[src/fcal_pkg.sv]
`default_nettype none
package fcal_pkg;

  localparam int ENTRIES = 2048;
  localparam int IDX_W   = $clog2(ENTRIES);
  localparam int CNT_W   = $clog2(ENTRIES + 1);
  localparam int VAL_W   = 16;
  localparam int DBC_W   = 12;
  localparam int FREE_W  = 12;

  localparam logic [VAL_W-1:0] CHAIN_END  = 16'hFFFF;
  localparam logic [VAL_W-1:0] NONE_INDEX = 16'hFFFF;

  localparam logic [2:0] OP_LOAD  = 3'd0;
  localparam logic [2:0] OP_ALLOC = 3'd1;
  localparam logic [2:0] OP_EXT   = 3'd2;
  localparam logic [2:0] OP_FREE  = 3'd3;
  localparam logic [2:0] OP_NEXT  = 3'd4;

  typedef enum logic [1:0] {
    ST_OK    = 2'd0,
    ST_FULL  = 2'd1,
    ST_RANGE = 2'd2
  } status_t;

  typedef enum logic [3:0] {
    S_CLEAR,
    S_RECOUNT,
    S_IDLE,
    S_RD,
    S_RD2,
    S_SCAN,
    S_WB_END,
    S_LINK,
    S_FC_RD,
    S_FC_CHK,
    S_FINISH
  } state_t;

  typedef struct packed {
    logic             we;
    logic [IDX_W-1:0] waddr;
    logic [VAL_W-1:0] wdata;
    logic [IDX_W-1:0] raddr;
  } mem_req_t;

  typedef struct packed {
    logic [VAL_W-1:0]  result_index;
    status_t           status;
    logic [FREE_W-1:0] free_entries;
  } res_t;

  function automatic logic [CNT_W-1:0] used_of(input logic [DBC_W-1:0] dbc);
    logic [CNT_W-1:0] r;
    if (CNT_W'(dbc) > CNT_W'(ENTRIES)) r = CNT_W'(ENTRIES);
    else r = CNT_W'(dbc);
    return r;
  endfunction

endpackage
`default_nettype wire

[src/fcal_ctrl.sv]
`default_nettype none
module fcal_ctrl import fcal_pkg::*; (
  input  wire logic              clk,
  input  wire logic              rst_n,
  input  wire logic              in_valid,
  output logic                   in_ready,
  input  wire logic [2:0]        in_operation,
  input  wire logic [IDX_W-1:0]  in_entry_index,
  input  wire logic [VAL_W-1:0]  in_entry_value,
  input  wire logic              cfg_valid,
  output logic                   cfg_ready,
  input  wire logic [DBC_W-1:0]  cfg_data,
  input  wire logic              out_slot_free,
  output logic                   done,
  output res_t                   result,
  output mem_req_t               mem_req,
  input  wire logic [VAL_W-1:0]  mem_rdata
);

  state_t            state_r, state_nxt;
  logic [2:0]        op_r, op_nxt;
  logic [IDX_W-1:0]  idx_r, idx_nxt;
  logic [VAL_W-1:0]  val_r, val_nxt;
  logic [CNT_W-1:0]  scan_r, scan_nxt;
  logic              pv_r, pv_nxt;
  logic [IDX_W-1:0]  pa_r, pa_nxt;
  logic [CNT_W-1:0]  skip_r, skip_nxt;
  logic [IDX_W-1:0]  f_r, f_nxt;
  logic              tail_zero_r, tail_zero_nxt;
  logic [IDX_W-1:0]  cur_r, cur_nxt;
  logic [CNT_W-1:0]  clr_r, clr_nxt;
  logic [FREE_W-1:0] free_r, free_nxt;
  logic [DBC_W-1:0]  dbc_r, dbc_nxt;
  logic [VAL_W-1:0]  res_r, res_nxt;
  status_t           st_r, st_nxt;

  logic [CNT_W-1:0]  n;
  logic              cfg_acc, in_acc, issue;

  assign n         = used_of(dbc_r);
  assign cfg_ready = (state_r == S_IDLE) || (state_r == S_CLEAR);
  assign in_ready  = (state_r == S_IDLE) && !cfg_valid;
  assign cfg_acc   = cfg_valid && cfg_ready;
  assign in_acc    = in_valid && in_ready;
  assign issue     = scan_r < n;

  assign result.result_index = res_r;
  assign result.status       = st_r;
  assign result.free_entries = free_r;

  always_comb begin
    state_nxt     = state_r;
    op_nxt        = op_r;
    idx_nxt       = idx_r;
    val_nxt       = val_r;
    scan_nxt      = scan_r;
    pv_nxt        = pv_r;
    pa_nxt        = pa_r;
    skip_nxt      = skip_r;
    f_nxt         = f_r;
    tail_zero_nxt = tail_zero_r;
    cur_nxt       = cur_r;
    clr_nxt       = clr_r;
    free_nxt      = free_r;
    dbc_nxt       = cfg_acc ? cfg_data : dbc_r;
    res_nxt       = res_r;
    st_nxt        = st_r;
    done          = 1'b0;
    mem_req.we    = 1'b0;
    mem_req.waddr = idx_r;
    mem_req.wdata = '0;
    mem_req.raddr = scan_r[IDX_W-1:0];

    case (state_r)
      S_CLEAR: begin
        mem_req.we    = 1'b1;
        mem_req.waddr = clr_r[IDX_W-1:0];
        clr_nxt       = clr_r + 1'b1;
        if (clr_r == CNT_W'(ENTRIES - 1)) begin
          free_nxt  = FREE_W'(used_of(dbc_nxt));
          state_nxt = S_IDLE;
        end
      end
      S_RECOUNT: begin
        pv_nxt   = issue;
        pa_nxt   = scan_r[IDX_W-1:0];
        scan_nxt = scan_r + CNT_W'(issue);
        if (pv_r && mem_rdata == '0) begin
          free_nxt = free_r + 1'b1;
        end else if (!pv_r && !issue) begin
          state_nxt = S_IDLE;
        end
      end
      S_IDLE: begin
        if (cfg_acc) begin
          scan_nxt  = '0;
          pv_nxt    = 1'b0;
          free_nxt  = '0;
          state_nxt = S_RECOUNT;
        end else if (in_acc) begin
          op_nxt   = in_operation;
          idx_nxt  = in_entry_index;
          val_nxt  = in_entry_value;
          cur_nxt  = in_entry_index;
          res_nxt  = NONE_INDEX;
          st_nxt   = ST_OK;
          scan_nxt = '0;
          pv_nxt   = 1'b0;
          skip_nxt = n;
          if (in_operation <= OP_NEXT && in_operation != OP_ALLOC &&
              CNT_W'(in_entry_index) >= n) begin
            st_nxt    = ST_RANGE;
            state_nxt = S_FINISH;
          end else begin
            case (in_operation)
              OP_LOAD, OP_NEXT: state_nxt = S_RD;
              OP_EXT: begin
                skip_nxt  = CNT_W'(in_entry_index);
                state_nxt = S_RD;
              end
              OP_ALLOC: state_nxt = S_SCAN;
              OP_FREE:  state_nxt = S_FC_RD;
              default:  state_nxt = S_FINISH;
            endcase
          end
        end
      end
      S_RD: begin
        mem_req.raddr = idx_r;
        state_nxt     = S_RD2;
      end
      S_RD2: begin
        case (op_r)
          OP_LOAD: begin
            if (mem_rdata == '0 && val_r != '0) free_nxt = free_r - 1'b1;
            else if (mem_rdata != '0 && val_r == '0) free_nxt = free_r + 1'b1;
            mem_req.we    = 1'b1;
            mem_req.waddr = idx_r;
            mem_req.wdata = val_r;
            state_nxt     = S_FINISH;
          end
          OP_NEXT: begin
            res_nxt   = mem_rdata;
            state_nxt = S_FINISH;
          end
          default: begin
            tail_zero_nxt = (mem_rdata == '0);
            state_nxt     = S_SCAN;
          end
        endcase
      end
      S_SCAN: begin
        pv_nxt   = issue;
        pa_nxt   = scan_r[IDX_W-1:0];
        scan_nxt = scan_r + CNT_W'(issue);
        if (pv_r && mem_rdata == '0 && CNT_W'(pa_r) != skip_r) begin
          f_nxt     = pa_r;
          state_nxt = S_WB_END;
        end else if (!pv_r && !issue) begin
          st_nxt    = ST_FULL;
          state_nxt = S_FINISH;
        end
      end
      S_WB_END: begin
        mem_req.we    = 1'b1;
        mem_req.waddr = f_r;
        mem_req.wdata = CHAIN_END;
        free_nxt      = free_r - 1'b1;
        res_nxt       = VAL_W'(f_r);
        state_nxt     = (op_r == OP_EXT) ? S_LINK : S_FINISH;
      end
      S_LINK: begin
        mem_req.we    = 1'b1;
        mem_req.waddr = idx_r;
        mem_req.wdata = VAL_W'(f_r);
        if (tail_zero_r) free_nxt = free_r - 1'b1;
        state_nxt     = S_FINISH;
      end
      S_FC_RD: begin
        mem_req.raddr = cur_r;
        state_nxt     = S_FC_CHK;
      end
      S_FC_CHK: begin
        if (mem_rdata == '0) begin
          state_nxt = S_FINISH;
        end else begin
          mem_req.we    = 1'b1;
          mem_req.waddr = cur_r;
          mem_req.wdata = '0;
          free_nxt      = free_r + 1'b1;
          if (mem_rdata == CHAIN_END) begin
            state_nxt = S_FINISH;
          end else if (mem_rdata >= VAL_W'(n)) begin
            st_nxt    = ST_RANGE;
            state_nxt = S_FINISH;
          end else begin
            cur_nxt   = mem_rdata[IDX_W-1:0];
            state_nxt = S_FC_RD;
          end
        end
      end
      S_FINISH: begin
        if (out_slot_free) begin
          done      = 1'b1;
          state_nxt = S_IDLE;
        end
      end
      default: state_nxt = S_IDLE;
    endcase
  end

  always_ff @(posedge clk) begin
    if (!rst_n) begin
      state_r <= S_CLEAR;
      clr_r   <= '0;
      dbc_r   <= DBC_W'(ENTRIES);
      free_r  <= '0;
      scan_r  <= '0;
      pv_r    <= 1'b0;
    end else begin
      state_r <= state_nxt;
      clr_r   <= clr_nxt;
      dbc_r   <= dbc_nxt;
      free_r  <= free_nxt;
      scan_r  <= scan_nxt;
      pv_r    <= pv_nxt;
    end
  end

  always_ff @(posedge clk) begin
    op_r        <= op_nxt;
    idx_r       <= idx_nxt;
    val_r       <= val_nxt;
    pa_r        <= pa_nxt;
    skip_r      <= skip_nxt;
    f_r         <= f_nxt;
    tail_zero_r <= tail_zero_nxt;
    cur_r       <= cur_nxt;
    res_r       <= res_nxt;
    st_r        <= st_nxt;
  end

endmodule
`default_nettype wire

[config.mk]
export PLATFORM = sky130hd
export DESIGN_NAME = fcal_ctrl
export DESIGN_NICKNAME = d
export VERILOG_FILES = /design/src/fcal_pkg.sv /design/src/fcal_ctrl.sv
export SDC_FILE = /design/constraint.sdc
export NUM_CORES = 1
export LEC_CHECK = 0
export CAP_MARGIN = 20
export CORE_MARGIN = 4
export CORE_UTILIZATION = 55
export CTS_BUF_LIST = sky130_fd_sc_hd__clkbuf_4
export DETAILED_ROUTE_END_ITERATION = 8
export DONT_BUFFER_PORTS = 1
export GPL_TIMING_DRIVEN = 1
export PLACE_DENSITY = 0.7
export REMOVE_ABC_BUFFERS = 1
export SETUP_SLACK_MARGIN = 0.5
export SLEW_MARGIN = 10
export SYNTH_ARGS = -nofsm -noshare
export SYNTH_HDL_FRONTEND = slang
export SYNTH_SLANG_ARGS = --single-unit
export TNS_END_PERCENT = 100
[constraint.sdc]
create_clock -name clk -period 4.7 [get_ports clk]
set_input_delay 0.47 -clock clk [delete_from_list [all_inputs] [get_ports clk]]
set_output_delay 0.47 -clock clk [all_outputs]
set_load 0.02 [all_outputs]
## Word level (Yosys, flattened, before mapping)

Cells that the tools add are included.

| operators by class | value |
|---|---|
| add/subtract/negate cells | 4 |
| multipliers | 0 |
| divide/modulo/power cells | 0 |
| order comparisons | 6 |
| eq/ne operators | 40 |
| shifts and indexed selects | 0 |
| multiplexer cells | 62 |
| bitwise logic cells | 2 |
| reductions and logical operators | 38 |

Operator list:

| kind | number |
|---|---|
| $mux 12 | 15 |
| $pmux 12 s7 | 1 |
| $pmux 16 s4 | 1 |
| $pmux 12 s5 | 1 |
| $mux 28 | 2 |
| $mux 11 | 5 |
| $mux 4 | 13 |
| $mux 16 | 3 |
| $pmux 16 s3 | 1 |
| $pmux 11 s2 | 2 |
| $pmux 4 s11 | 1 |
| $logic_not 16->1 | 2 |
| $reduce_bool 16->1 | 2 |
| $ne 2x2->1 const B | 14 |
| $add 12x1->12 const B | 2 |
| $gt 12x12->1 const B | 2 |
| $pmux 12 s2 | 1 |
| $mux 2 | 9 |
| $eq 16x16->1 const B | 1 |
| $eq 4x3->1 const B | 4 |
| $ge 16x12->1 | 1 |
| $reduce_and 8->1 | 2 |
| $add 12x1->12 | 1 |
| $eq 12x11->1 const B | 1 |
| other kinds (33) | 65 |

| word-level totals | value |
|---|---|
| flip-flop bits (word level) | 147 |
| latch bits | 0 |
| bits in writable memories | 0 |
| ROM bits | 0 |
| input port bits | 63 |
| output and inout bits | 72 |
| logic and storage cells | 168 |
| memories kept | 0 |

## Longest topological paths before layout

Gate-level depths: netlist of run 1.

| depth | value |
|---|---|
| depth after elaboration | 8 |
| depth in mapped cells | 15 |
| gate-level depth less buffers | 13 |

## Worst setup path before layout of run 1

No wires, ideal clock.

| timing path | value |
|---|---|
| kind | register to register |
| start | reg state_r[3] |
| end | reg scan_r[4] |
| library setup time | 132 ps |
| data arrival time | 3883 ps |
| data required time | 4568 ps |
| setup slack | 684 ps |
| cell stages (with the launch flop) | 7 |
| path buffers | 1 |
| clock period less this slack | 4016 ps |
| cells stage by stage | dfxtp_1 -> or2_2 -> clkbuf_1 -> nor4_2 -> a211oi_2 -> o21ai_0 -> a21oi_1 |

| between the ends | value |
|---|---|
| cells in the longest elaborated chain, start to end | 5 |
| elaborated cells between the ends (all ways) | 14 |
| classes of those cells | 4 x eq/ne; 2 x mux; 8 x reduce/logical |

Ends and longest elaborated chain:

| what | RTL line | source |
|---|---|---|
| start, declared | fcal_ctrl.sv:20 | `state_t state_r, state_nxt;` |
| start signal, assigned | fcal_ctrl.sv:221 | `state_r <= state_nxt;` |
| $eq 4x2->1 or $logic_not 4->1 (tied branches) | fcal_ctrl.sv:41, fcal_ctrl.sv:42, fcal_ctrl.sv:74 |  |
| $logic_or 1x1->1 or $logic_and 1x1->1 (tied branches) | fcal_ctrl.sv:41, fcal_ctrl.sv:42 |  |
| $logic_and 1x1->1 (on tied branches) | fcal_ctrl.sv:43, fcal_ctrl.sv:44 |  |
| $mux 12 or $ne 3x3->1 (tied branches) | n/a |  |
| $pmux 12 s2 or $reduce_and 2->1 (tied branches) | n/a |  |
| end signal, assigned | fcal_ctrl.sv:225 | `scan_r <= scan_nxt;` |
| end, declared | fcal_ctrl.sv:24 | `logic [CNT_W-1:0] scan_r, scan_nxt;` |

Several ways; a longest one is shown, not always the timed one.
A chain may end at the register's enable or synchronous reset.

==> results of run 1 <==
## routing by layer
layer  GRT usage, %  vias to the layer above
met2           45.9                      433
met4           8.11                        2
li1               -                     3317
met1           37.5                     3509
met3           8.02                       50
met5              0                        -
## how the worst min path moves through the flow
stage,from,to,slack [ps]
3_5_place_dp,pa_r[3],f_r[3],490
4_1_cts,rst_n,clr_r[9],1
2_1_floorplan,pa_r[10],f_r[10],450
3_3_place_gp,dbc_r[9],dbc_r[9],470
6_report,rst_n,clr_r[9],30
5_1_grt,rst_n,clr_r[9],8
## cell usage after synthesis (all sizes together), types with 3 or more instances
cell type | count | area (µm²)
a211o | 3 | 26.3
a211oi | 13 | 103
a21o | 13 | 97.6
a21oi | 46 | 253
a221o | 4 | 40.0
a221oi | 3 | 32.5
a222oi | 11 | 110
a22oi | 15 | 113
a31o | 3 | 26.3
a31oi | 13 | 81.3
and2 | 4 | 25.0
and3 | 10 | 62.6
buf | 18 | 129
clkbuf | 32 | 120
dfxtp | 53 | 1060
edfxtp | 94 | 2820
ha | 40 | 500
inv | 30 | 113
mux2i | 34 | 340
nand2 | 127 | 477
nand2b | 10 | 70.1
nand3 | 21 | 105
nand4 | 18 | 113
nor2 | 75 | 284
nor2b | 5 | 31.3
nor3 | 19 | 105
nor3b | 3 | 22.5
nor4 | 15 | 128
o211ai | 7 | 52.6
o21a | 3 | 22.5
o21ai | 55 | 275
o221ai | 6 | 52.6
o22ai | 4 | 25.0
o31ai | 3 | 22.5
or2 | 4 | 25.0
or4 | 4 | 30.0
xnor2 | 12 | 105
xor2 | 10 | 87.6
## metrics by stage
stage | instance area [µm²] | hold slack [ps]
4_1_cts | 9180 | 0.959
2_1_floorplan | 8220 | 447
3_3_place_gp | 8570 | 474
5_1_grt | 9200 | 7.71
3_5_place_dp | 8570 | 491
6_report | 9200 | 26.3
## flip-flops by register name, summed over array words and instances (netlist names)
name,count
res_r,16
val_r,16
clr_r,12
dbc_r,12
free_r,12
scan_r,12
skip_r,12
cur_r,11
f_r,11
idx_r,11
pa_r,11
state_r,4
op_r,3
st_r,2
pv_r,1
tail_zero_r,1
## power by group
part           switching (mW)  leakage [nW]  internal [mW]
Combinational          0.0784          1.93         0.0635
Clock                   0.449         0.152          0.414
Sequential            0.00852          1.24           1.37
## area by class of cell
cell class	instances	share of cell area [%]
clock inverters	13	1.81
well taps	188	2.56
clock buffers	18	1.47
repair buffers	45	4.54
inverters	31	1.26
flip-flops and latches	147	42.2
diodes	1	0.0272
multi-input cells	651	46.1
## timing repair
item,CTS,global route
hold endpoints to repair,34,1
setup endpoints to repair,0,2
hold buffers,31,1
gates resized for setup,0,2
## logic make-up after synthesis
logic type / after synthesis / synth area share, %
adders and majority gates: 40 / 5.91
xor gates and xnor gates: 22 / 2.27
and+or+nand+nor: 330 / 19.2
DFF: 147 / 45.8
muxes: 35 / 4.19
AOI/OAI and AO/OA: 224 / 18.3
buffers and inverters: 81 / 4.31
==> flow_summary.html, run 1 <==
<table>
<tr><th>Metric</th><th>Value</th></tr>
<tr><th colspan="2">Clock network</th></tr>
<tr><td>Clock-pin slew of the registers on the worst-case setup and hold paths</td><td>130 ps</td></tr>
<tr><td>CTS Root Cell</td><td>sky130_fd_sc_hd__clkbuf_4</td></tr>
<tr><td>Buffer levels on the longest clock path</td><td>2</td></tr>
<tr><td>Clock H-tree levels</td><td>4</td></tr>
<tr><td>Clock buffer count from CTS</td><td>17</td></tr>
<tr><td>Clk sinks</td><td>147</td></tr>
<tr><td>Setup Fix Bufs, Post-CTS</td><td>0</td></tr>
<tr><td>Clock latency of the later-clocked register in the worst-skew pair</td><td>570 ps</td></tr>
<tr><td>TritonCTS clock tree</td><td>built</td></tr>
<tr><th colspan="2">STA</th></tr>
<tr><td>Setup violations, final</td><td>0</td></tr>
<tr><td>Final Max Tran Viols</td><td>0</td></tr>
<tr><td>Maximum operating frequency</td><td>265 MHz</td></tr>
<tr><td>Relative slew margins</td><td>28.4%</td></tr>
<tr><td>Smallest setup slack after layout</td><td>926 ps</td></tr>
<tr><td>RSZ-0062 raised after global routing</td><td>false</td></tr>
<tr><td>Largest clock skew in the final design</td><td>24.6 ps</td></tr>
<tr><td>Post-route setup TNS</td><td>0 ps</td></tr>
<tr><td>Final worst-path cycle share</td><td>80.3%</td></tr>
<tr><td>Tightest Pin Transition</td><td>1070 ps</td></tr>
<tr><td>Hold Violations, Final</td><td>0</td></tr>
<tr><td>Minimum period implied by the final worst setup slack</td><td>3770 ps</td></tr>
<tr><th colspan="2">Flow run</th></tr>
<tr><td>Number of max-cap violations</td><td>0</td></tr>
<tr><th colspan="2">Die</th></tr>
<tr><td>Horizontal die dimension</td><td>132 µm</td></tr>
<tr><td>Die height</td><td>132 µm</td></tr>
<tr><td>Rows</td><td>45</td></tr>
<tr><td>Area of the core</td><td>15100 µm²</td></tr>
<tr><td>Initial Utilization</td><td>55.9%</td></tr>
<tr><td>Die Outline Area</td><td>17500 µm²</td></tr>
<tr><td>Boundary pin count</td><td>135</td></tr>
<tr><th colspan="2">Worst setup path</th></tr>
<tr><td>Cell with the most instances on the worst path</td><td>sky130_fd_sc_hd__nand2_1</td></tr>
<tr><td>Worst setup startpoint</td><td>state_r[0]</td></tr>
<tr><td>Depth of the worst register-to-register path</td><td>12</td></tr>
<tr><td>Top cell family by delay on the critical path</td><td>simple AND/OR/NAND/NOR gates</td></tr>
<tr><td>Signal arrival time at the worst endpoint</td><td>3300 ps</td></tr>
<tr><td>Critical path fanouts, max</td><td>21</td></tr>
<tr><td>Ordered list of cells on the worst path</td><td>inv_1 -&gt; and3_1 -&gt; nor2_2 -&gt; nand2_1 -&gt; nand2_1</td></tr>
<tr><td>Crit-path max cell delay</td><td>880 ps</td></tr>
<tr><td>CP endpoint kind</td><td>output port</td></tr>
<tr><td>Worst Path Required</td><td>4230 ps</td></tr>
<tr><td>Cell count along the critical path</td><td>5</td></tr>
<tr><td>Buffers and inverters on the worst path</td><td>1</td></tr>
<tr><td>Startpoint type of the worst setup path</td><td>register</td></tr>
<tr><td>Kind of critical path</td><td>reg -&gt; out</td></tr>
<tr><td>Capture point of the worst reg-to-reg path</td><td>scan_r[6]</td></tr>
<tr><td>Register-to-register setup slack</td><td>1100 ps</td></tr>
<tr><td>Cell with the largest stage delay on the worst path</td><td>sky130_fd_sc_hd__dfxtp_1</td></tr>
<tr><td>Critical R2R Launch</td><td>dbc_r[11]</td></tr>
<tr><td>CP Capture Point</td><td>mem_req[9]</td></tr>
<tr><th colspan="2">Hold path</th></tr>
<tr><td>Worst Hold Path Cells</td><td>1</td></tr>
<tr><td>Class of the tightest hold or removal check</td><td>in -&gt; reg</td></tr>
<tr><th colspan="2">Logic synthesis</th></tr>
<tr><td>Gate count after technology mapping</td><td>879</td></tr>
<tr><td>Synthesized cell area</td><td>8470 µm²</td></tr>
<tr><td>Number of library cell types mapped by synthesis</td><td>82</td></tr>
<tr><td>Number of enable-type register cells in the synthesized netlist</td><td>94</td></tr>
<tr><td>Mean instance size in the synthesized netlist</td><td>9.64 µm²</td></tr>
<tr><td>Fraction of registers with async set/reset</td><td>0%</td></tr>
<tr><td>Yosys Warn Count</td><td>0</td></tr>
<tr><td>Most common flop cell mapped by yosys</td><td>sky130_fd_sc_hd__edfxtp_1</td></tr>
<tr><td>Number of synthesized register bits</td><td>147</td></tr>
<tr><td>Fraction of the yosys area taken by sequential cells</td><td>45.8%</td></tr>
<tr><th colspan="2">Outcome</th></tr>
<tr><td>Run status</td><td>completed</td></tr>
<tr><th colspan="2">Placement</th></tr>
<tr><td>Port Buffer Count</td><td>0</td></tr>
<tr><td>Cell Count Post-Placement</td><td>1030</td></tr>
<tr><td>Post-detail-place hpwl</td><td>18900 µm</td></tr>
<tr><td>RD Place Congestion</td><td>0.904</td></tr>
<tr><td>Dpl ws</td><td>1180 ps</td></tr>
<tr><th colspan="2">Drt</th></tr>
<tr><td>Post-route DRC violation count</td><td>0</td></tr>
<tr><td>Via total after detailed routing</td><td>7311</td></tr>
<tr><td>Top routing layer in use</td><td>met5</td></tr>
<tr><td>Detailed-route wire length</td><td>25400 µm</td></tr>
<tr><td>WL met3</td><td>2550 µm</td></tr>
<tr><td>Drt wl/cell</td><td>23.3 µm</td></tr>
<tr><td>Detailed Routing Iterations Pass 1</td><td>7</td></tr>
<tr><td>Vias per Instance</td><td>6.68</td></tr>
<tr><td>Number of design-rule violations left by the first detailed-router iteration</td><td>868</td></tr>
<tr><td>Wire length the detailed router placed on met1</td><td>10400 µm</td></tr>
<tr><td>DR WL met2</td><td>11900 µm</td></tr>
<tr><td>Antenna violation net count after detailed routing</td><td>0</td></tr>
<tr><th colspan="2">GRT</th></tr>
<tr><td>Wire length of the first global-routing pass</td><td>39100 µm</td></tr>
<tr><td>Number of antenna violations at the first check in global routing</td><td>2</td></tr>
<tr><td>All-layer global routing usage</td><td>28.4%</td></tr>
<tr><td>Remaining global-route overflow</td><td>0</td></tr>
<tr><td>Pin count of the biggest net entering global routing</td><td>37</td></tr>
<tr><td>Vias in the first global route</td><td>6787</td></tr>
<tr><th colspan="2">Finish</th></tr>
<tr><td>Area Growth Syn to Fin</td><td>8.58%</td></tr>
<tr><td>Share of the core filled with cells</td><td>60.7%</td></tr>
<tr><td>Final-stage net count</td><td>996</td></tr>
<tr><td>Multi-input combinational cell area</td><td>4240 µm²</td></tr>
<tr><td>Fill cell instance count of the final layout</td><td>1216</td></tr>
<tr><td>Most common cell after layout, fill and taps aside</td><td>sky130_fd_sc_hd__nand2_1</td></tr>
<tr><td>Share of final-layout standard cells stronger than drive strength 1</td><td>7.51%</td></tr>
<tr><td>Post-route insts no fill</td><td>1094</td></tr>
<tr><td>Commonest cells after routing, fill and taps aside</td><td>sky130_fd_sc_hd__nand2_1 (127), sky130_fd_sc_hd__edfxtp_1 (94), sky130_fd_sc_hd__nor2_1 (73), sky130_fd_sc_hd__dfxtp_1 (53), sky130_fd_sc_hd__o21ai_0 (49)</td></tr>
<tr><td>FF/Latch Area</td><td>3880 µm²</td></tr>
<tr><th colspan="2">Power</th></tr>
<tr><td>Power density over cell area</td><td>259 nW/µm²</td></tr>
<tr><td>Leakage power</td><td>3.32 nW</td></tr>
<tr><td>Worst voltage drop across the vdd grid</td><td>0.000229 V</td></tr>
<tr><td>Total power draw</td><td>2.39 mW</td></tr>
</table>
No activity file was read; power rests on OpenSTA's default activity.
==> run 2: changes to the inputs <==
--- a/config.mk
+++ b/config.mk
@@ -12,7 +12,7 @@
 export DETAILED_ROUTE_END_ITERATION = 8
 export DONT_BUFFER_PORTS = 1
 export GPL_TIMING_DRIVEN = 1
-export PLACE_DENSITY = 0.7
+export PLACE_DENSITY = 0.73
 export REMOVE_ABC_BUFFERS = 1
 export SETUP_SLACK_MARGIN = 0.5
 export SLEW_MARGIN = 10
==> constraint.sdc (replaced) <==
create_clock -name clk -period 3.1 [get_ports clk]
set_input_delay 0.31 -clock clk [delete_from_list [all_inputs] [get_ports clk]]
set_output_delay 0.31 -clock clk [all_outputs]
set_load 0.02 [all_outputs]
==> flow_summary.html, run 2 (same netlist as run 1, synthesis figures left out) <==
<table>
<tr><th>Metric</th><th>Value</th></tr>
<tr><th colspan="2">STA</th></tr>
<tr><td>Final Max Tran Viols</td><td>0 (unchanged)</td></tr>
<tr><td>Final worst-path cycle share</td><td>91.3%</td></tr>
<tr><td>RSZ-0062 raised after global routing</td><td>true (was false)</td></tr>
<tr><td>Setup violations, final</td><td>0 (unchanged)</td></tr>
<tr><td>Largest clock skew in the final design</td><td>18.5 ps (was 24.6 ps)</td></tr>
<tr><td>Maximum operating frequency</td><td>353 MHz</td></tr>
<tr><td>Tightest Pin Transition</td><td>917 ps (was 1070 ps)</td></tr>
<tr><td>Relative slew margins</td><td>38.4% (was 28.4%)</td></tr>
<tr><td>Minimum period implied by the final worst setup slack</td><td>2830 ps</td></tr>
<tr><td>Hold Violations, Final</td><td>0 (unchanged)</td></tr>
<tr><td>Smallest setup slack after layout</td><td>268 ps (was 926 ps)</td></tr>
<tr><th colspan="2">Placement</th></tr>
<tr><td>Area of placed instances</td><td>8760 µm² (was 8570 µm²)</td></tr>
<tr><td>Port Buffer Count</td><td>0 (unchanged)</td></tr>
<tr><td>Cell Count Post-Placement</td><td>1056 (was 1030)</td></tr>
<tr><td>RD Place Congestion</td><td>0.967 (was 0.904)</td></tr>
<tr><td>Dpl ws</td><td>10.1 ps (was 1180 ps)</td></tr>
<tr><td>Post-detail-place hpwl</td><td>19900 µm (was 18900 µm)</td></tr>
<tr><th colspan="2">Drt</th></tr>
<tr><td>Via total after detailed routing</td><td>8001 (was 7311)</td></tr>
<tr><td>Drt wl/cell</td><td>24.9 µm (was 23.3 µm)</td></tr>
<tr><td>Detailed-route wire length</td><td>29900 µm (was 25400 µm)</td></tr>
<tr><td>Vias per Instance</td><td>6.65 (was 6.68)</td></tr>
<tr><td>Number of design-rule violations left by the first detailed-router iteration</td><td>1005 (was 868)</td></tr>
<tr><td>Post-route DRC violation count</td><td>0 (unchanged)</td></tr>
<tr><td>Antenna violation net count after detailed routing</td><td>0 (unchanged)</td></tr>
<tr><td>Detailed Routing Iterations Pass 1</td><td>6 (was 7)</td></tr>
<tr><th colspan="2">Finish</th></tr>
<tr><td>Final-stage net count</td><td>1105 (was 996)</td></tr>
<tr><td>Commonest cells after routing, fill and taps aside</td><td>sky130_fd_sc_hd__nand2_1 (113), sky130_fd_sc_hd__edfxtp_1 (94), sky130_fd_sc_hd__nor2_1 (69), sky130_fd_sc_hd__buf_4 (69), sky130_fd_sc_hd__dlygate4sd3_1 (68) (was sky130_fd_sc_hd__nand2_1 (127), sky130_fd_sc_hd__edfxtp_1 (94), sky130_fd_sc_hd__nor2_1 (73), sky130_fd_sc_hd__dfxtp_1 (53), sky130_fd_sc_hd__o21ai_0 (49))</td></tr>
<tr><td>Post-route insts no fill</td><td>1204 (was 1094)</td></tr>
<tr><td>Share of final-layout standard cells stronger than drive strength 1</td><td>23.6% (was 7.51%)</td></tr>
<tr><td>Share of the core filled with cells</td><td>72.0% (was 60.7%)</td></tr>
<tr><td>Finished Cell Area</td><td>10900 µm² (was 9200 µm²)</td></tr>
<tr><td>Area Growth Syn to Fin</td><td>28.7% (was 8.58%)</td></tr>
<tr><td>Most common cell after layout, fill and taps aside</td><td>sky130_fd_sc_hd__nand2_1 (unchanged)</td></tr>
<tr><td>Fill cell instance count of the final layout</td><td>1075 (was 1216)</td></tr>
<tr><td>Biggest regs</td><td>res_r x16, val_r x16 (unchanged)</td></tr>
<tr><th colspan="2">Die</th></tr>
<tr><td>Area of the core</td><td>15100 µm² (unchanged)</td></tr>
<tr><td>Boundary pin count</td><td>135 (unchanged)</td></tr>
<tr><td>Die height</td><td>132 µm (unchanged)</td></tr>
<tr><td>Initial Utilization</td><td>55.9% (unchanged)</td></tr>
<tr><td>Rows</td><td>45 (unchanged)</td></tr>
<tr><td>Die Outline Area</td><td>17500 µm² (unchanged)</td></tr>
<tr><td>Horizontal die dimension</td><td>132 µm (unchanged)</td></tr>
<tr><th colspan="2">Worst setup path</th></tr>
<tr><td>Worst Path Required</td><td>3440 ps (was 4230 ps)</td></tr>
<tr><td>Signal arrival time at the worst endpoint</td><td>3170 ps (was 3300 ps)</td></tr>
<tr><td>CP endpoint kind</td><td>register (was output port)</td></tr>
<tr><td>Depth of the worst register-to-register path</td><td>10 (was 12)</td></tr>
<tr><td>Critical path fanouts, max</td><td>5 (was 21)</td></tr>
<tr><td>Startpoint type of the worst setup path</td><td>register (unchanged)</td></tr>
<tr><td>Capture point of the worst reg-to-reg path</td><td>skip_r[0] (was scan_r[6])</td></tr>
<tr><td>Register-to-register setup slack</td><td>270 ps (was 1100 ps)</td></tr>
<tr><td>Critical R2R Launch</td><td>dbc_r[11] (unchanged)</td></tr>
<tr><td>Kind of critical path</td><td>reg -&gt; reg (was reg -&gt; out)</td></tr>
<tr><th colspan="2">Clock network</th></tr>
<tr><td>TritonCTS clock tree</td><td>built (unchanged)</td></tr>
<tr><td>Clock-pin slew of the registers on the worst-case setup and hold paths</td><td>120 ps (was 130 ps)</td></tr>
<tr><td>CTS Root Cell</td><td>sky130_fd_sc_hd__clkbuf_4 (unchanged)</td></tr>
<tr><td>Buffer levels on the longest clock path</td><td>2 (unchanged)</td></tr>
<tr><td>Clock latency of the later-clocked register in the worst-skew pair</td><td>590 ps (was 570 ps)</td></tr>
<tr><td>Clock buffer count from CTS</td><td>17 (unchanged)</td></tr>
<tr><td>Clock H-tree levels</td><td>4 (unchanged)</td></tr>
<tr><td>Clk sinks</td><td>147 (unchanged)</td></tr>
<tr><th colspan="2">GRT</th></tr>
<tr><td>Remaining global-route overflow</td><td>0 (unchanged)</td></tr>
<tr><td>All-layer global routing usage</td><td>32.4% (was 28.4%)</td></tr>
<tr><td>Wire length of the first global-routing pass</td><td>44000 µm (was 39100 µm)</td></tr>
<tr><td>Pin count of the biggest net entering global routing</td><td>40 (was 37)</td></tr>
<tr><td>Vias in the first global route</td><td>7582 (was 6787)</td></tr>
<tr><td>Number of antenna violations at the first check in global routing</td><td>1 (was 2)</td></tr>
<tr><th colspan="2">Power</th></tr>
<tr><td>Power density over cell area</td><td>334 nW/µm² (was 259 nW/µm²)</td></tr>
<tr><td>Leakage power</td><td>4.02 nW (was 3.32 nW)</td></tr>
<tr><td>Worst voltage drop across the vdd grid</td><td>0.000362 V (was 0.000229 V)</td></tr>
<tr><th colspan="2">Hold path</th></tr>
<tr><td>Worst Hold Path Cells</td><td>2 (was 1)</td></tr>
<tr><td>Class of the tightest hold or removal check</td><td>in -&gt; reg (unchanged)</td></tr>
<tr><td>Min-Delay Startpoint</td><td>in_entry_index[2] (was rst_n)</td></tr>
<tr><td>Hold endpoint</td><td>skip_r[2] (was clr_r[9])</td></tr>
<tr><th colspan="2">Flow run</th></tr>
<tr><td>Number of max-cap violations</td><td>0 (unchanged)</td></tr>
<tr><th colspan="2">Outcome</th></tr>
<tr><td>Run status</td><td>completed (unchanged)</td></tr>
</table>
[run 2: cell count changes in the layout (fill, tap and decap cells not counted), sizes merged]
cell / change
a21o: +2
clkinv: -1
clkbuf: +4
clkinvlp: +1
buf: +70
dlygate4sd3: +36
bufinv: -2
[run 2: worst max-delay path, stage by stage, from the launching register on]
cell and delay [ps]:
sky130_fd_sc_hd__dfxtp_4 370, sky130_fd_sc_hd__buf_4 140, sky130_fd_sc_hd__buf_12 120, sky130_fd_sc_hd__nor2b_4 190
sky130_fd_sc_hd__ha_4 220, sky130_fd_sc_hd__nand2b_4 140, sky130_fd_sc_hd__a2111o_1 390, sky130_fd_sc_hd__nand3_2 100
sky130_fd_sc_hd__nand2_2 50, sky130_fd_sc_hd__or4b_4 560, sky130_fd_sc_hd__mux2_4 320
[run 2: through the flow]
stage	TNS, ps	power (mW)	hold WS (ps)
after detailed placement	0	2.32	387
after global routing	0	3.75	-3.23
final	0	3.64	21.7
after CTS	0	3.59	-208
after global placement	0	2.31	384
after floorplan	-99230	2.26	372
[run 2: report_power, final]
group          leakage, nW  total, mW  switching, mW  internal (mW)
sequential            1.24       2.09         0.0177           2.08
combinational         2.63      0.323          0.161          0.162
clock                0.147       1.23          0.720          0.506
[run 2: worst max path at each step]
stage                from         to  slack (ps)
4_1_cts         dbc_r[11]  skip_r[0]         320
2_1_floorplan  state_r[1]  scan_r[4]       -1710
5_1_grt         dbc_r[11]  scan_r[9]         120
3_3_place_gp    dbc_r[11]  skip_r[0]          80
6_report        dbc_r[11]  skip_r[0]         270
3_5_place_dp    dbc_r[11]  scan_r[6]          10
[run 2: cell type report]
| cell class | count | area [µm²] | area share, % |
|---|---|---|---|
| multi-input combinational | 653 | 4960 | 45.4 |
| sequential | 147 | 3900 | 35.8 |
| timing repair buffer | 152 | 1420 | 13.0 |
| tap | 188 | 235 | 2.16 |
| clock buffer | 21 | 158 | 1.45 |
| inverter | 31 | 124 | 1.14 |
| clock inverter | 11 | 111 | 1.02 |
| antenna | 1 | 2.50 | 0.0229 |
[run 2: repair_timing]
item / 4_1_cts / 5_1_grt
hold buffers: 64 / 4
gates cloned: 2 / 2
pin swaps: 32 / 46
hold endpoints to repair: 88 / 5
buffers inserted: 25 / 18
gates resized for setup: 106 / 72
setup endpoints to repair: 94 / 93
[run 2: metal layers]
metal	vias to the layer above	wire length [µm]	GRT usage [%]
li1	3548	-	-
met1	3876	11700	42.9
met2	489	14200	52.4
met3	88	2960	7.44
met4	0	1080	11.1
met5	-	0	0
==> run 3: changes to the inputs <==
--- a/config.mk
+++ b/config.mk
@@ -12,7 +12,7 @@
 export DETAILED_ROUTE_END_ITERATION = 8
 export DONT_BUFFER_PORTS = 1
 export GPL_TIMING_DRIVEN = 1
-export PLACE_DENSITY = 0.73
+export PLACE_DENSITY = 0.7
 export REMOVE_ABC_BUFFERS = 1
 export SETUP_SLACK_MARGIN = 0.5
 export SLEW_MARGIN = 10
==> constraint.sdc (replaced) <==
create_clock -name clk -period 3 [get_ports clk]
set_input_delay 0.3 -clock clk [delete_from_list [all_inputs] [get_ports clk]]
set_output_delay 0.3 -clock clk [all_outputs]
set_load 0.02 [all_outputs]
==> flow_summary.html, run 3 (same netlist as run 1, synthesis figures left out) <==
<table>
<tr><th>Metric</th><th>Value</th></tr>
<tr><th colspan="2">Outcome</th></tr>
<tr><td>Run status</td><td>completed (unchanged)</td></tr>
<tr><th colspan="2">Clock network</th></tr>
<tr><td>TritonCTS clock tree</td><td>built (unchanged)</td></tr>
<tr><td>Clock H-tree levels</td><td>4 (unchanged)</td></tr>
<tr><td>Clock-pin slew of the registers on the worst-case setup and hold paths</td><td>120 ps (about the same)</td></tr>
<tr><td>Clock buffer count from CTS</td><td>17 (unchanged)</td></tr>
<tr><td>Clk sinks</td><td>147 (unchanged)</td></tr>
<tr><td>Buffer levels on the longest clock path</td><td>2 (unchanged)</td></tr>
<tr><td>CTS Root Cell</td><td>sky130_fd_sc_hd__clkbuf_4 (unchanged)</td></tr>
<tr><td>Clock latency of the later-clocked register in the worst-skew pair</td><td>580 ps (was 590 ps)</td></tr>
<tr><th colspan="2">Drt</th></tr>
<tr><td>Via total after detailed routing</td><td>8186 (was 8001)</td></tr>
<tr><td>Drt wl/cell</td><td>25.0 µm (was 24.9 µm)</td></tr>
<tr><td>Detailed Routing Iterations Pass 1</td><td>6 (unchanged)</td></tr>
<tr><td>Antenna violation net count after detailed routing</td><td>0 (unchanged)</td></tr>
<tr><td>Post-route DRC violation count</td><td>0 (unchanged)</td></tr>
<tr><td>Number of design-rule violations left by the first detailed-router iteration</td><td>983 (was 1005)</td></tr>
<tr><td>Vias per Instance</td><td>6.78 (was 6.65)</td></tr>
<tr><td>Detailed-route wire length</td><td>30200 µm (was 29900 µm)</td></tr>
<tr><th colspan="2">Placement</th></tr>
<tr><td>Dpl ws</td><td>34.3 ps (was 10.1 ps)</td></tr>
<tr><td>Area of placed instances</td><td>8840 µm² (was 8760 µm²)</td></tr>
<tr><td>RD Place Congestion</td><td>0.996 (was 0.967)</td></tr>
<tr><td>Post-detail-place hpwl</td><td>19400 µm (was 19900 µm)</td></tr>
<tr><td>Cell Count Post-Placement</td><td>1064 (was 1056)</td></tr>
<tr><td>Port Buffer Count</td><td>0 (unchanged)</td></tr>
<tr><th colspan="2">Die</th></tr>
<tr><td>Die height</td><td>132 µm (unchanged)</td></tr>
<tr><td>Rows</td><td>45 (unchanged)</td></tr>
<tr><td>Area of the core</td><td>15100 µm² (unchanged)</td></tr>
<tr><td>Initial Utilization</td><td>55.9% (unchanged)</td></tr>
<tr><td>Horizontal die dimension</td><td>132 µm (unchanged)</td></tr>
<tr><td>Boundary pin count</td><td>135 (unchanged)</td></tr>
<tr><td>Die Outline Area</td><td>17500 µm² (unchanged)</td></tr>
<tr><th colspan="2">Finish</th></tr>
<tr><td>Finished Cell Area</td><td>11100 µm² (was 10900 µm²)</td></tr>
<tr><td>Commonest cells after routing, fill and taps aside</td><td>sky130_fd_sc_hd__nand2_1 (107), sky130_fd_sc_hd__edfxtp_1 (94), sky130_fd_sc_hd__nor2_1 (68), sky130_fd_sc_hd__buf_4 (66), sky130_fd_sc_hd__dlygate4sd3_1 (62) (was sky130_fd_sc_hd__nand2_1 (113), sky130_fd_sc_hd__edfxtp_1 (94), sky130_fd_sc_hd__nor2_1 (69), sky130_fd_sc_hd__buf_4 (69), sky130_fd_sc_hd__dlygate4sd3_1 (68))</td></tr>
<tr><td>Share of the core filled with cells</td><td>73.0% (was 72.0%)</td></tr>
<tr><td>Fill cell instance count of the final layout</td><td>1017 (was 1075)</td></tr>
<tr><td>Post-route insts no fill</td><td>1207 (was 1204)</td></tr>
<tr><td>Final-stage net count</td><td>1108 (was 1105)</td></tr>
<tr><td>Biggest regs</td><td>res_r x16, val_r x16 (unchanged)</td></tr>
<tr><td>Share of final-layout standard cells stronger than drive strength 1</td><td>26.4% (was 23.6%)</td></tr>
<tr><td>Most common cell after layout, fill and taps aside</td><td>sky130_fd_sc_hd__nand2_1 (unchanged)</td></tr>
<tr><td>Area Growth Syn to Fin</td><td>30.5% (was 28.7%)</td></tr>
<tr><th colspan="2">STA</th></tr>
<tr><td>Final Max Tran Viols</td><td>0 (unchanged)</td></tr>
<tr><td>Minimum period implied by the final worst setup slack</td><td>2880 ps (was 2830 ps)</td></tr>
<tr><td>Smallest setup slack after layout</td><td>124 ps (was 268 ps)</td></tr>
<tr><td>Largest clock skew in the final design</td><td>14.9 ps (was 18.5 ps)</td></tr>
<tr><td>RSZ-0062 raised after global routing</td><td>true (unchanged)</td></tr>
<tr><td>Post-route setup TNS</td><td>0 ps (unchanged)</td></tr>
<tr><td>Tightest Pin Transition</td><td>902 ps (was 917 ps)</td></tr>
<tr><td>Final worst-path cycle share</td><td>95.9% (was 91.3%)</td></tr>
<tr><td>Fin Hold WS</td><td>8.70 ps (was 21.7 ps)</td></tr>
<tr><td>Relative slew margins</td><td>39.7% (was 38.4%)</td></tr>
<tr><td>Hold Violations, Final</td><td>0 (unchanged)</td></tr>
<tr><td>Setup violations, final</td><td>0 (unchanged)</td></tr>
<tr><td>Maximum operating frequency</td><td>348 MHz (was 353 MHz)</td></tr>
<tr><th colspan="2">Worst setup path</th></tr>
<tr><td>Critical path fanouts, max</td><td>10 (was 5)</td></tr>
<tr><td>Worst Path Required</td><td>3500 ps (was 3440 ps)</td></tr>
<tr><td>Startpoint type of the worst setup path</td><td>register (unchanged)</td></tr>
<tr><td>Cell with the largest stage delay on the worst path</td><td>sky130_fd_sc_hd__or4_4 (was sky130_fd_sc_hd__or4b_4)</td></tr>
<tr><td>Signal arrival time at the worst endpoint</td><td>3380 ps (was 3170 ps)</td></tr>
<tr><td>Ordered list of cells on the worst path</td><td>nor4_4 -&gt; buf_4 -&gt; nand4_1 -&gt; ha_2 -&gt; or4_4 -&gt; nand3_4 -&gt; o2111a_1 -&gt; buf_12 -&gt; o211ai_1 -&gt; a221oi_2 (was buf_4 -&gt; buf_12 -&gt; nor2b_4 -&gt; ha_4 -&gt; nand2b_4 -&gt; a2111o_1 -&gt; nand3_2 -&gt; nand2_2 -&gt; or4b_4 -&gt; mux2_4)</td></tr>
<tr><td>CP endpoint kind</td><td>register (unchanged)</td></tr>
<tr><td>Kind of critical path</td><td>reg -&gt; reg (unchanged)</td></tr>
<tr><td>Crit-path max cell delay</td><td>500 ps (was 560 ps)</td></tr>
<tr><th colspan="2">Power</th></tr>
<tr><td>Worst voltage drop across the vdd grid</td><td>0.000216 V (was 0.000362 V)</td></tr>
<tr><td>Leakage power</td><td>4.11 nW (was 4.02 nW)</td></tr>
<tr><td>Power density over cell area</td><td>351 nW/µm² (was 334 nW/µm²)</td></tr>
<tr><td>Total power draw</td><td>3.88 mW (was 3.64 mW)</td></tr>
<tr><th colspan="2">GRT</th></tr>
<tr><td>Remaining global-route overflow</td><td>0 (unchanged)</td></tr>
<tr><td>Wire length of the first global-routing pass</td><td>45400 µm (was 44000 µm)</td></tr>
<tr><td>Vias in the first global route</td><td>7920 (was 7582)</td></tr>
<tr><td>Pin count of the biggest net entering global routing</td><td>40 (unchanged)</td></tr>
<tr><td>Number of antenna violations at the first check in global routing</td><td>1 (unchanged)</td></tr>
<tr><td>All-layer global routing usage</td><td>33.0% (was 32.4%)</td></tr>
<tr><th colspan="2">Flow run</th></tr>
<tr><td>Number of max-cap violations</td><td>0 (unchanged)</td></tr>
<tr><th colspan="2">Hold path</th></tr>
<tr><td>Class of the tightest hold or removal check</td><td>in -&gt; reg (unchanged)</td></tr>
</table>
==> run 3: changes by cell type in the layout (fill, tap and decap cells not counted), sizes merged, moves of 2 or more <==
cell	previous run	this run
buf	83	92
clkinv	6	8
clkinvlp	4	1
dlygate4sd3	68	62
==> run 3: metal layers <==
layer / global-route usage [%] / up-vias / wire length (µm)
met5: 0 / - / 0
met4: 10.4 / 0 / 928
met3: 8.13 / 97 / 3300
met2: 56.2 / 614 / 14600
met1: 41.4 / 3919 / 11300
li1: - / 3556 / -
==> run 3: layout make-up <==
| cell class | count | area [µm²] | share of cell area [%] |
|---|---|---|---|
| Multi-Input combinational cell | 652 | 4990 | 45.1 |
| Sequential cell | 147 | 3900 | 35.3 |
| Timing Repair Buffer | 155 | 1480 | 13.4 |
| Tap cell | 188 | 235 | 2.13 |
| Clock buffer | 22 | 165 | 1.49 |
| Clock inverter | 10 | 134 | 1.21 |
| Inverter | 31 | 133 | 1.20 |
| Timing Repair inverter | 1 | 16.3 | 0.147 |
| Antenna cell | 1 | 2.50 | 0.0226 |
==> run 3: final timing paths <==
kind,from,end,slack [ps],cells past startpoint
worst min-delay path,rst_n,free_r[4],9,3
worst max register to register,val_r[6],free_r[8],120,10
worst max-delay path,val_r[6],free_r[8],120,10
worst min register to register,pa_r[8],f_r[8],530,0
==> run 3: timing repair <==
action	CTS	global route
gates cloned	1	2
resized for setup	144	63
hold buffers	61	1
setup buffers	37	8
setup endpoints to repair	93	91
hold endpoints to repair	91	2
pin swaps	44	40
==> run 3: power by group <==
part	internal [mW]	switching [mW]	leakage, nW
Combinational	0.177	0.177	2.70
Clock	0.623	0.739	0.172
Sequential	2.15	0.0197	1.24
Total	2.95	0.935	4.11
==> run 3: worst max-delay path: cells and delay by family, from the launching register on <==
family | cells | cell delay (ps)
AOI/OAI and AO/OA | 3 | 610
DFF | 1 | 460
adders and majority gates | 1 | 340
and+or+nand+nor | 4 | 1060
buffers and inverters | 2 | 300
